**src/ptcap_pkg.sv**
```systemverilog
package ptcap_pkg;

  // Capture geometry.
  localparam int unsigned PRE_DEPTH  = 32;
  localparam int unsigned POST_DEPTH = 32;

  localparam int unsigned PTR_W  = (PRE_DEPTH > 1) ? $clog2(PRE_DEPTH) : 1;
  localparam int unsigned FILL_W = $clog2(PRE_DEPTH + 1);
  localparam int unsigned POST_W = $clog2(POST_DEPTH + 1);

  localparam logic signed [15:0] TRIG_LEVEL_RST = 16'sd4096;

  // One stored or emitted sample.
  typedef struct packed {
    logic [31:0]        stamp;
    logic signed [15:0] ax;
    logic signed [15:0] ay;
    logic signed [15:0] az;
  } ptcap_sample_t;

  // Source of the next output beat.
  typedef enum logic [1:0] {
    SEL_MEM,
    SEL_HOLD,
    SEL_IN
  } ptcap_sel_e;

  // Controller to datapath.
  typedef struct packed {
    logic       hist_wr;
    logic       trig;
    logic       drain_rd;
    logic       out_load;
    ptcap_sel_e out_sel;
  } ptcap_cmd_t;

  // Datapath to controller.
  typedef struct packed {
    logic trig_hit;
    logic hist_empty;
    logic drain_done;
    logic hold_last;
    logic pass_last;
  } ptcap_sts_t;

endpackage

```
**src/ptcap_sample_if.sv**
```systemverilog
interface ptcap_sample_if;
  logic               valid;
  logic               ready;
  logic [31:0]        sample_time;
  logic signed [15:0] accel_x;
  logic signed [15:0] accel_y;
  logic signed [15:0] accel_z;

  modport source (output valid, sample_time, accel_x, accel_y, accel_z, input ready);
  modport sink   (input valid, sample_time, accel_x, accel_y, accel_z, output ready);
endinterface

```
**src/ptcap_result_if.sv**
```systemverilog
interface ptcap_result_if;
  logic               valid;
  logic               ready;
  logic [31:0]        out_time;
  logic signed [15:0] out_x;
  logic signed [15:0] out_y;
  logic signed [15:0] out_z;
  logic               after_trigger;
  logic               last;

  modport source (output valid, out_time, out_x, out_y, out_z, after_trigger, last,
                  input ready);
  modport sink   (input valid, out_time, out_x, out_y, out_z, after_trigger, last,
                  output ready);
endinterface

```
**src/ptcap_cfg_if.sv**
```systemverilog
interface ptcap_cfg_if;
  logic               valid;
  logic               ready;
  logic signed [15:0] trigger_level;

  modport source (output valid, trigger_level, input ready);
  modport sink   (input valid, trigger_level, output ready);
endinterface

```
**src/ptcap_datapath.sv**
```systemverilog
module ptcap_datapath import ptcap_pkg::*; (
  input  logic               clk_i,
  input  logic               rst_ni,
  input  logic               cfg_we_i,
  input  logic signed [15:0] cfg_level_i,
  input  ptcap_sample_t      in_sample_i,
  input  ptcap_cmd_t         cmd_i,
  output ptcap_sts_t         sts_o,
  output ptcap_sample_t      out_sample_o,
  output logic               out_after_o,
  output logic               out_last_o
);

  localparam logic [PTR_W-1:0]  PTR_MAX  = PTR_W'(PRE_DEPTH - 1);
  localparam logic [FILL_W-1:0] FILL_MAX = FILL_W'(PRE_DEPTH);

  ptcap_sample_t      mem_q [PRE_DEPTH];
  ptcap_sample_t      rd_q;
  ptcap_sample_t      hold_q;
  ptcap_sample_t      out_q;
  logic               after_q;
  logic               last_q;
  logic signed [15:0] level_q;
  logic [PTR_W-1:0]   wr_slot_q;
  logic [PTR_W-1:0]   rd_ptr_q;
  logic [FILL_W-1:0]  fill_q;
  logic [FILL_W-1:0]  left_q;
  logic [POST_W-1:0]  post_cnt_q;
  logic [POST_W:0]    post_next;
  logic               pass_last;

  // Trigger level register.
  always_ff @(posedge clk_i or negedge rst_ni) begin
    if (!rst_ni) begin
      level_q <= TRIG_LEVEL_RST;
    end else if (cfg_we_i) begin
      level_q <= cfg_level_i;
    end
  end

  // History ring: one write port, one registered read port.
  always_ff @(posedge clk_i) begin
    if (cmd_i.hist_wr) begin
      mem_q[wr_slot_q] <= in_sample_i;
    end
  end

  always_ff @(posedge clk_i) begin
    if (cmd_i.drain_rd) begin
      rd_q <= mem_q[rd_ptr_q];
    end
  end

  // Ring pointers and counters.
  always_ff @(posedge clk_i or negedge rst_ni) begin
    if (!rst_ni) begin
      wr_slot_q  <= '0;
      fill_q     <= '0;
      rd_ptr_q   <= '0;
      left_q     <= '0;
      post_cnt_q <= '0;
    end else begin
      if (cmd_i.hist_wr) begin
        wr_slot_q <= (wr_slot_q == PTR_MAX) ? '0 : wr_slot_q + 1'b1;
        if (fill_q != FILL_MAX) begin
          fill_q <= fill_q + 1'b1;
        end
      end
      if (cmd_i.trig) begin
        // A full ring starts at the oldest entry, which is the next write slot.
        rd_ptr_q <= (fill_q != FILL_MAX) ? '0 : wr_slot_q;
        left_q   <= fill_q;
      end else if (cmd_i.drain_rd) begin
        rd_ptr_q <= (rd_ptr_q == PTR_MAX) ? '0 : rd_ptr_q + 1'b1;
        left_q   <= left_q - 1'b1;
      end
      if (cmd_i.out_load && cmd_i.out_sel == SEL_HOLD) begin
        post_cnt_q <= POST_W'(1);
      end else if (cmd_i.out_load && cmd_i.out_sel == SEL_IN) begin
        post_cnt_q <= post_next[POST_W-1:0];
      end
    end
  end

  // The trigger sample is held while the history drains.
  always_ff @(posedge clk_i) begin
    if (cmd_i.trig) begin
      hold_q <= in_sample_i;
    end
  end

  assign post_next = {1'b0, post_cnt_q} + 1'b1;
  assign pass_last = (post_next >= (POST_W + 1)'(POST_DEPTH));

  // Output register.
  always_ff @(posedge clk_i) begin
    if (cmd_i.out_load) begin
      case (cmd_i.out_sel)
        SEL_MEM: begin
          out_q   <= rd_q;
          after_q <= 1'b0;
          last_q  <= 1'b0;
        end
        SEL_HOLD: begin
          out_q   <= hold_q;
          after_q <= 1'b1;
          last_q  <= (POST_DEPTH <= 1);
        end
        default: begin
          out_q   <= in_sample_i;
          after_q <= 1'b1;
          last_q  <= pass_last;
        end
      endcase
    end
  end

  assign out_sample_o = out_q;
  assign out_after_o  = after_q;
  assign out_last_o   = last_q;

  // Status toward the controller.
  always_comb begin
    sts_o.trig_hit   = (in_sample_i.ay >= level_q);
    sts_o.hist_empty = (fill_q == '0);
    sts_o.drain_done = (left_q == '0);
    sts_o.hold_last  = (POST_DEPTH <= 1);
    sts_o.pass_last  = pass_last;
  end

endmodule

```
**src/ptcap_ctrl.sv**
```systemverilog
module ptcap_ctrl import ptcap_pkg::*; (
  input  logic       clk_i,
  input  logic       rst_ni,
  input  logic       in_valid_i,
  output logic       in_ready_o,
  output logic       out_valid_o,
  input  logic       out_ready_i,
  input  ptcap_sts_t sts_i,
  output ptcap_cmd_t cmd_o
);

  typedef enum logic [2:0] {
    ST_WAIT,
    ST_READ,
    ST_LOAD,
    ST_TRIG,
    ST_POST,
    ST_DONE
  } state_e;

  state_e state_q, state_d;
  logic   out_valid_q, out_valid_d;
  logic   out_free;
  logic   in_acc;

  assign out_free = !out_valid_q || out_ready_i;
  assign in_acc   = in_valid_i && in_ready_o;

  // Next state and datapath commands.
  always_comb begin
    state_d       = state_q;
    in_ready_o    = 1'b0;
    cmd_o         = '0;
    cmd_o.out_sel = SEL_IN;
    unique case (state_q)
      ST_WAIT: begin
        in_ready_o = 1'b1;
        if (in_acc) begin
          if (sts_i.trig_hit) begin
            cmd_o.trig = 1'b1;
            state_d    = sts_i.hist_empty ? ST_TRIG : ST_READ;
          end else begin
            cmd_o.hist_wr = 1'b1;
          end
        end
      end
      ST_READ: begin
        cmd_o.drain_rd = 1'b1;
        state_d        = ST_LOAD;
      end
      ST_LOAD: begin
        if (out_free) begin
          cmd_o.out_load = 1'b1;
          cmd_o.out_sel  = SEL_MEM;
          state_d        = sts_i.drain_done ? ST_TRIG : ST_READ;
        end
      end
      ST_TRIG: begin
        if (out_free) begin
          cmd_o.out_load = 1'b1;
          cmd_o.out_sel  = SEL_HOLD;
          state_d        = sts_i.hold_last ? ST_DONE : ST_POST;
        end
      end
      ST_POST: begin
        in_ready_o = out_free;
        if (in_acc) begin
          cmd_o.out_load = 1'b1;
          cmd_o.out_sel  = SEL_IN;
          if (sts_i.pass_last) begin
            state_d = ST_DONE;
          end
        end
      end
      ST_DONE: begin
        // Capture finished: samples are taken and dropped.
        in_ready_o = 1'b1;
      end
      default: begin
        state_d = ST_DONE;
      end
    endcase
  end

  assign out_valid_d = cmd_o.out_load ? 1'b1 : (out_ready_i ? 1'b0 : out_valid_q);

  // State and output valid.
  always_ff @(posedge clk_i or negedge rst_ni) begin
    if (!rst_ni) begin
      state_q     <= ST_WAIT;
      out_valid_q <= 1'b0;
    end else begin
      state_q     <= state_d;
      out_valid_q <= out_valid_d;
    end
  end

  assign out_valid_o = out_valid_q;

endmodule

```
**src/pretrigger_sample_capture_top.sv**
```systemverilog
// Pre-trigger capture of timestamped three-axis samples. Until the trigger fires,
// every sample beat is accepted with ready held high and written into a ring
// holding the latest PRE_DEPTH samples. The first sample whose Y value is at or
// above trigger_level fires the trigger; the input then stalls while the ring
// drains oldest first, each stored sample taking one memory read and one load of
// the output register, followed by a load of the trigger sample, and each load
// also waits while the output side holds ready low. Post-trigger samples pass
// through the output register at one beat per cycle while the output side keeps
// ready high, until POST_DEPTH beats with after_trigger set have gone out; the
// final one carries last, and later samples are taken and dropped until reset.
// trigger_level may be written at any time the block is idle and is always ready.
module pretrigger_sample_capture_top import ptcap_pkg::*; (
  input  logic       clk_i,
  input  logic       rst_ni,
  ptcap_cfg_if.sink      cfg_i,
  ptcap_sample_if.sink   sample_i,
  ptcap_result_if.source result_o
);

  ptcap_cmd_t    cmd;
  ptcap_sts_t    sts;
  ptcap_sample_t in_sample;
  ptcap_sample_t out_sample;
  logic          out_after;
  logic          out_last;

  assign cfg_i.ready = 1'b1;

  always_comb begin
    in_sample.stamp = sample_i.sample_time;
    in_sample.ax    = sample_i.accel_x;
    in_sample.ay    = sample_i.accel_y;
    in_sample.az    = sample_i.accel_z;
  end

  ptcap_ctrl u_ctrl (
    .clk_i       (clk_i),
    .rst_ni      (rst_ni),
    .in_valid_i  (sample_i.valid),
    .in_ready_o  (sample_i.ready),
    .out_valid_o (result_o.valid),
    .out_ready_i (result_o.ready),
    .sts_i       (sts),
    .cmd_o       (cmd)
  );

  ptcap_datapath u_datapath (
    .clk_i        (clk_i),
    .rst_ni       (rst_ni),
    .cfg_we_i     (cfg_i.valid),
    .cfg_level_i  (cfg_i.trigger_level),
    .in_sample_i  (in_sample),
    .cmd_i        (cmd),
    .sts_o        (sts),
    .out_sample_o (out_sample),
    .out_after_o  (out_after),
    .out_last_o   (out_last)
  );

  assign result_o.out_time      = out_sample.stamp;
  assign result_o.out_x         = out_sample.ax;
  assign result_o.out_y         = out_sample.ay;
  assign result_o.out_z         = out_sample.az;
  assign result_o.after_trigger = out_after;
  assign result_o.last          = out_last;

  // The output register is never overwritten while it holds an untaken beat.
  assert property (@(posedge clk_i) disable iff (!rst_ni)
    cmd.out_load |-> (!result_o.valid || result_o.ready))
    else $error("output beat overwritten before it was taken");

  // Nothing is emitted while history is still being recorded.
  assert property (@(posedge clk_i) disable iff (!rst_ni)
    cmd.hist_wr |-> !result_o.valid)
    else $error("output beat pending while recording history");

  // After the last beat is taken, the capture emits nothing more.
  assert property (@(posedge clk_i) disable iff (!rst_ni)
    (result_o.valid && result_o.ready && result_o.last) |=> !result_o.valid)
    else $error("output beat after the last beat of the capture");

  // History is never written and drained in the same cycle.
  assert property (@(posedge clk_i) disable iff (!rst_ni)
    !(cmd.hist_wr && (cmd.drain_rd || cmd.trig)))
    else $error("history write collides with trigger or drain");

endmodule

```
**src/flat_wrapper.sv**
```systemverilog
// flat-port wrapper written by rule: the top's interface ports become plain ports
module pretrigger_sample_capture_top_flat import ptcap_pkg::*;
  (clk_i, rst_ni, cfg_i_valid, cfg_i_trigger_level, cfg_i_ready, sample_i_valid, sample_i_sample_time, sample_i_accel_x, sample_i_accel_y, sample_i_accel_z, sample_i_ready, result_o_valid, result_o_out_time, result_o_out_x, result_o_out_y, result_o_out_z, result_o_after_trigger, result_o_last, result_o_ready);
  ptcap_cfg_if cfg_i_i ();
  ptcap_sample_if sample_i_i ();
  ptcap_result_if result_o_i ();
  input  logic clk_i;
  input  logic rst_ni;
  input wire logic [$bits(cfg_i_i.valid)-1:0] cfg_i_valid;
  input wire logic [$bits(cfg_i_i.trigger_level)-1:0] cfg_i_trigger_level;
  output wire logic [$bits(cfg_i_i.ready)-1:0] cfg_i_ready;
  input wire logic [$bits(sample_i_i.valid)-1:0] sample_i_valid;
  input wire logic [$bits(sample_i_i.sample_time)-1:0] sample_i_sample_time;
  input wire logic [$bits(sample_i_i.accel_x)-1:0] sample_i_accel_x;
  input wire logic [$bits(sample_i_i.accel_y)-1:0] sample_i_accel_y;
  input wire logic [$bits(sample_i_i.accel_z)-1:0] sample_i_accel_z;
  output wire logic [$bits(sample_i_i.ready)-1:0] sample_i_ready;
  output wire logic [$bits(result_o_i.valid)-1:0] result_o_valid;
  output wire logic [$bits(result_o_i.out_time)-1:0] result_o_out_time;
  output wire logic [$bits(result_o_i.out_x)-1:0] result_o_out_x;
  output wire logic [$bits(result_o_i.out_y)-1:0] result_o_out_y;
  output wire logic [$bits(result_o_i.out_z)-1:0] result_o_out_z;
  output wire logic [$bits(result_o_i.after_trigger)-1:0] result_o_after_trigger;
  output wire logic [$bits(result_o_i.last)-1:0] result_o_last;
  input wire logic [$bits(result_o_i.ready)-1:0] result_o_ready;
  assign cfg_i_i.valid = cfg_i_valid;
  assign cfg_i_i.trigger_level = cfg_i_trigger_level;
  assign cfg_i_ready = cfg_i_i.ready;
  assign sample_i_i.valid = sample_i_valid;
  assign sample_i_i.sample_time = sample_i_sample_time;
  assign sample_i_i.accel_x = sample_i_accel_x;
  assign sample_i_i.accel_y = sample_i_accel_y;
  assign sample_i_i.accel_z = sample_i_accel_z;
  assign sample_i_ready = sample_i_i.ready;
  assign result_o_valid = result_o_i.valid;
  assign result_o_out_time = result_o_i.out_time;
  assign result_o_out_x = result_o_i.out_x;
  assign result_o_out_y = result_o_i.out_y;
  assign result_o_out_z = result_o_i.out_z;
  assign result_o_after_trigger = result_o_i.after_trigger;
  assign result_o_last = result_o_i.last;
  assign result_o_i.ready = result_o_ready;
  pretrigger_sample_capture_top u_core (.clk_i(clk_i), .rst_ni(rst_ni), .cfg_i(cfg_i_i), .sample_i(sample_i_i), .result_o(result_o_i));
endmodule
```
**config.mk**
```make
export PLATFORM = sky130hd
export DESIGN_NAME = pretrigger_sample_capture_top_flat
export DESIGN_NICKNAME = d
export VERILOG_FILES = /design/src/ptcap_pkg.sv /design/src/ptcap_sample_if.sv /design/src/ptcap_result_if.sv /design/src/ptcap_cfg_if.sv /design/src/ptcap_datapath.sv /design/src/ptcap_ctrl.sv /design/src/pretrigger_sample_capture_top.sv /design/src/flat_wrapper.sv
export SDC_FILE = /design/constraint.sdc
export NUM_CORES = 2
export LEC_CHECK = 0
export BUFFER_PORTS_ARGS = -buffer_cell sky130_fd_sc_hd__buf_2
export CAP_MARGIN = 0
export CORE_MARGIN = 10
export CORE_UTILIZATION = 59
export CTS_CLUSTER_DIAMETER = 200
export DETAILED_ROUTE_END_ITERATION = 6
export PLACE_DENSITY = 0.75
export SLEW_MARGIN = 20
export SYNTH_ARGS = -nofsm -noshare
export SYNTH_HDL_FRONTEND = slang
export SYNTH_HIERARCHICAL = 1
export SYNTH_SLANG_ARGS = --single-unit
```
**constraint.sdc**
```tcl
create_clock -name clk_i -period 10.3 [get_ports clk_i]
set_input_delay 0.515 -clock clk_i [delete_from_list [all_inputs] [get_ports clk_i]]
set_output_delay 0.515 -clock clk_i [all_outputs]
set_load 0.02 [all_outputs]
```
==> summary.txt <==
Power and ir drop
  – Static Leak: 38.1 nW
  – VDD IR max: 280 uV
  – PD cells: 252 nW/um^2
  – Power consumption: 30.8 mW

Clock tree
  – Clk buf depth: 4
  – Clock Tree Root: clkbuf_16
  – Clock-pin slew on the worst setup and hold paths: 0.06 ns
  – CTS tree: yes
  – Post-CTS Setup Bufs: 0
  – Resize count post-CTS: 0
  – Num Clock Sinks: 2850
  – H-tree depth: 5
  – Post-CTS Hold Fix Bufs: 17
  – CTS Buf Count: 293
  – Clock insertion delay at the later pin of the skew report: 0.93 ns

Drt
  – DRC violations left: 0
  – Top Metal Used: met5
  – Post-route ant nets: 0
  – WL met2: 132000 um
  – Wire length on met1: 96500 um
  – Total number of vias: 51000
  – Initial DRC count: 6711
  – First-pass iteration count of the detailed router: 6
  – Routed vias/inst: 6.74
  – Avg WL per Cell: 34.7 um
  – Wire length on met3: 25500 um
  – Routed wire length: 263000 um

Setup path
  – Critical path arrival: 6.13 ns
  – CP delay by family, top: simple AND/OR/NAND/NOR gates
  – Critical Path End Type: register
  – Startpoint class of the critical path: register
  – Crit Path Category: register to register
  – Most used cell along the critical path: buf_4
  – Worst-path fanout max: 31
  – Cell Chain, Critical Path: inv_1 > ha_1 > nand4_1 > a2111oi_0 > nor4b_1 > mux2_1 > nor3_1 > buf_4 > nand3_1 > nor2_4 > buf_4 > buf_4
  – Worst path bufs/invs: 4
  – Slowest CP cell: nor2_4
  – Worst EP required: 10.81 ns
  – Slowest stage delay, CP: 0.86 ns

STA
  – Slew Limit Fails: 0
  – Max Clock Skew: 0.0651 ns
  – Count of final setup violators: 0
  – Crit path time final: 5.62 ns
  – Slew margin rel.: 22.7%
  – Setup TNS: 0 ns
  – Final hold vios: 0
  – Least-Margin Pin Slew: 1.16 ns
  – Final worst-path cycle share: 54.5%
  – F_max: 178 MHz
  – Tightest hold margin: 0.0500 ns
  – RSZ-0062 raised after global routing: no

Cells and area
  – Final core utilization: 66.7%
  – Area taken by multi-input logic gates: 22400 sq um
  – Share of cells above drive strength 1: 31.5%
  – Nets: 5015
  – Layout fillers: 11000
  – P&R area growth vs syn: 12.4%
  – Fin area: 122000 sq um
  – Sequential cell area: 85400 sq um
  – Commonest non-fill, non-tap cells in the layout: edfxtp_1, mux4_2, clkbuf_16
  – Most common cell after layout, fill and taps aside: edfxtp_1

Synth
  – Area share of fa/ha/maj cells after synthesis: 0.322%
  – #FFs+latches synth: 2850
  – Post-synthesis sequential area ratio: 78.6%
  – Number of synthesized flops with an enable pin: 2802
  – Synthesized area: 109000 sq um
  – Post-synthesis async set-or-reset flop share: 1.68%
  – Synth Net Count: 4647
  – Synth Area in XOR/XNOR: 0.0887%
  – Post-Synthesis Cells: 4518
  – Netlist cell types: 51
  – Area contributors post-synth: edfxtp_1, mux4_2, dfrtp_1
  – Post-synthesis compound-gate area fraction: 0.787%
  – Yosys top cell by area: edfxtp_1
  – Top cell type's share of synthesized area: 77.5%
  – Largest family of logic cells by synthesized area: multiplexers
  – Multiplexer share of the synthesized area: 18.2%
  – Top_reg_cell synth: edfxtp_1
  – Yosys warning count: 6
  – Post-Synth Simple-Gate Area: 0.953%
  – Mean Syn Cell Area: 24.0 sq um

Die
  – Die Wd: 449 um
  – Die footprint: 202000 sq um
  – Die Ht: 449 um
  – Row count: 157
  – Core Box Area: 183000 sq um
  – Ports: 186
  – Starting Density: 59.3%

Hold path
  – Min-delay worst type: primary input to register

Placement
  – I/O Buffers: 184
  – Final GP Congestion: 0.817
  – Placed Area: 113000 sq um
  – Hpwl dp: 136000 um

Run
  – Max cap viols: 0

GRT
  – Pin count of the biggest net entering global routing: 164
  – Vias in the first global route: 52600
  – First-pass GRT wire length: 383000 um
  – GRT Total Usage: 26.0%
  – Initial antenna violation count: 9
  – Total congestion overflow: 0

Outcome
  – Outcome: completed
metrics by stage:
| stage | cells | worst slack (ns) |
|---|---|---|
| floorplan | 4518 | 1.41 |
| global placement | 7031 | 4.32 |
| detailed placement | 7037 | 4.24 |
| CTS | 7564 | 4.80 |
| global route | 7568 | 4.45 |
| finish | 7571 | 4.68 |
kinds of logic (layout without fill, tap and decap cells):
| family | after synthesis | count (layout) |
|---|---|---|
| other | 2 | 8 |
| and+or+nand+nor | 235 | 235 |
| adders and majority gates | 28 | 28 |
| muxes | 967 | 967 |
| buffers and inverters | 267 | 850 |
| AOI/OAI and AO/OA | 158 | 158 |
| xor gates and xnor gates | 11 | 11 |
| DFF | 2850 | 2850 |
worst min-delay path, stage by stage:
cell      delay [ns]
buf_2           0.11
nand2b_4        0.21
nand2_1         0.07
final timing paths:
kind / startpoint / to / slack [ns] / cells after the start
setup / recovery: u_core/u_datapath/level_q[12] / u_core/u_datapath/mem_q[23][70] / 4.68 / 12
hold / removal: result_o_ready / u_core/u_ctrl/out_valid_o / 0.05 / 3
setup reg to reg: u_core/u_datapath/level_q[12] / u_core/u_datapath/mem_q[23][70] / 4.68 / 12
hold reg to reg: u_core/u_datapath/level_q[12] / u_core/u_datapath/level_q[12] / 0.53 / 2
max in group asynchronous: rst_ni / u_core/u_datapath/rd_ptr_q[1] / 9.37 / 3
min in group asynchronous: rst_ni / u_core/u_datapath/level_q[0] / 0.32 / 3
per-layer routing:
layer	track usage [%]	vias to the layer above
met1	36.4	27300
met4	8.30	6
met5	0	-
li1	-	20000
met2	42.3	3157
met3	4.74	476
report_power, final:
group	leakage, nW	internal, mW	switching [mW]
combinational	7.95	3.57	3.67
sequential	25.8	13.1	0.322
clock	4.39	5.84	4.24
cells in the mapped netlist (all sizes together), types with 2 or more instances:
master,count
edfxtp,2802
mux4,800
clkbuf,145
nand2,135
o21ai,118
buf,94
mux2,84
mux2i,83
dfrtp,47
nor2,32
ha,28
inv,28
nor3,23
a21oi,21
nand3,8
xnor2,8
nand2b,6
nand4,6
nor2b,6
and3,5
a21o,4
nand3b,3
nor4b,3
xor2,3
a311oi,2
a31oi,2
and2,2
conb,2
nor3b,2
or2,2
cell type report:
type	count	share of cell area, %
diodes	6	0.0123
clock buffers	374	6.41
inverters	28	0.0861
repair buffers	312	1.74
multi-input cells	1401	18.3
well taps	2464	2.53
flip-flops and latches	2850	69.9
clock inverters	136	0.943
sequential cells by signal (all words and copies together), names as in the netlist, 5 cells and up:
name / count
u_core/u_datapath/rd_q: 80
u_core/u_datapath/left_q: 6
u_core/u_datapath/fill_q: 6
u_core/u_datapath/out_sample_o: 80
u_core/u_datapath/hold_q: 80
u_core/u_datapath/post_cnt_q: 6
u_core/u_datapath/wr_slot_q: 5
u_core/u_datapath/rd_ptr_q: 5
u_core/u_datapath/mem_q: 2560
u_core/u_datapath/level_q: 16
Power figures use the tool's default switching activity.
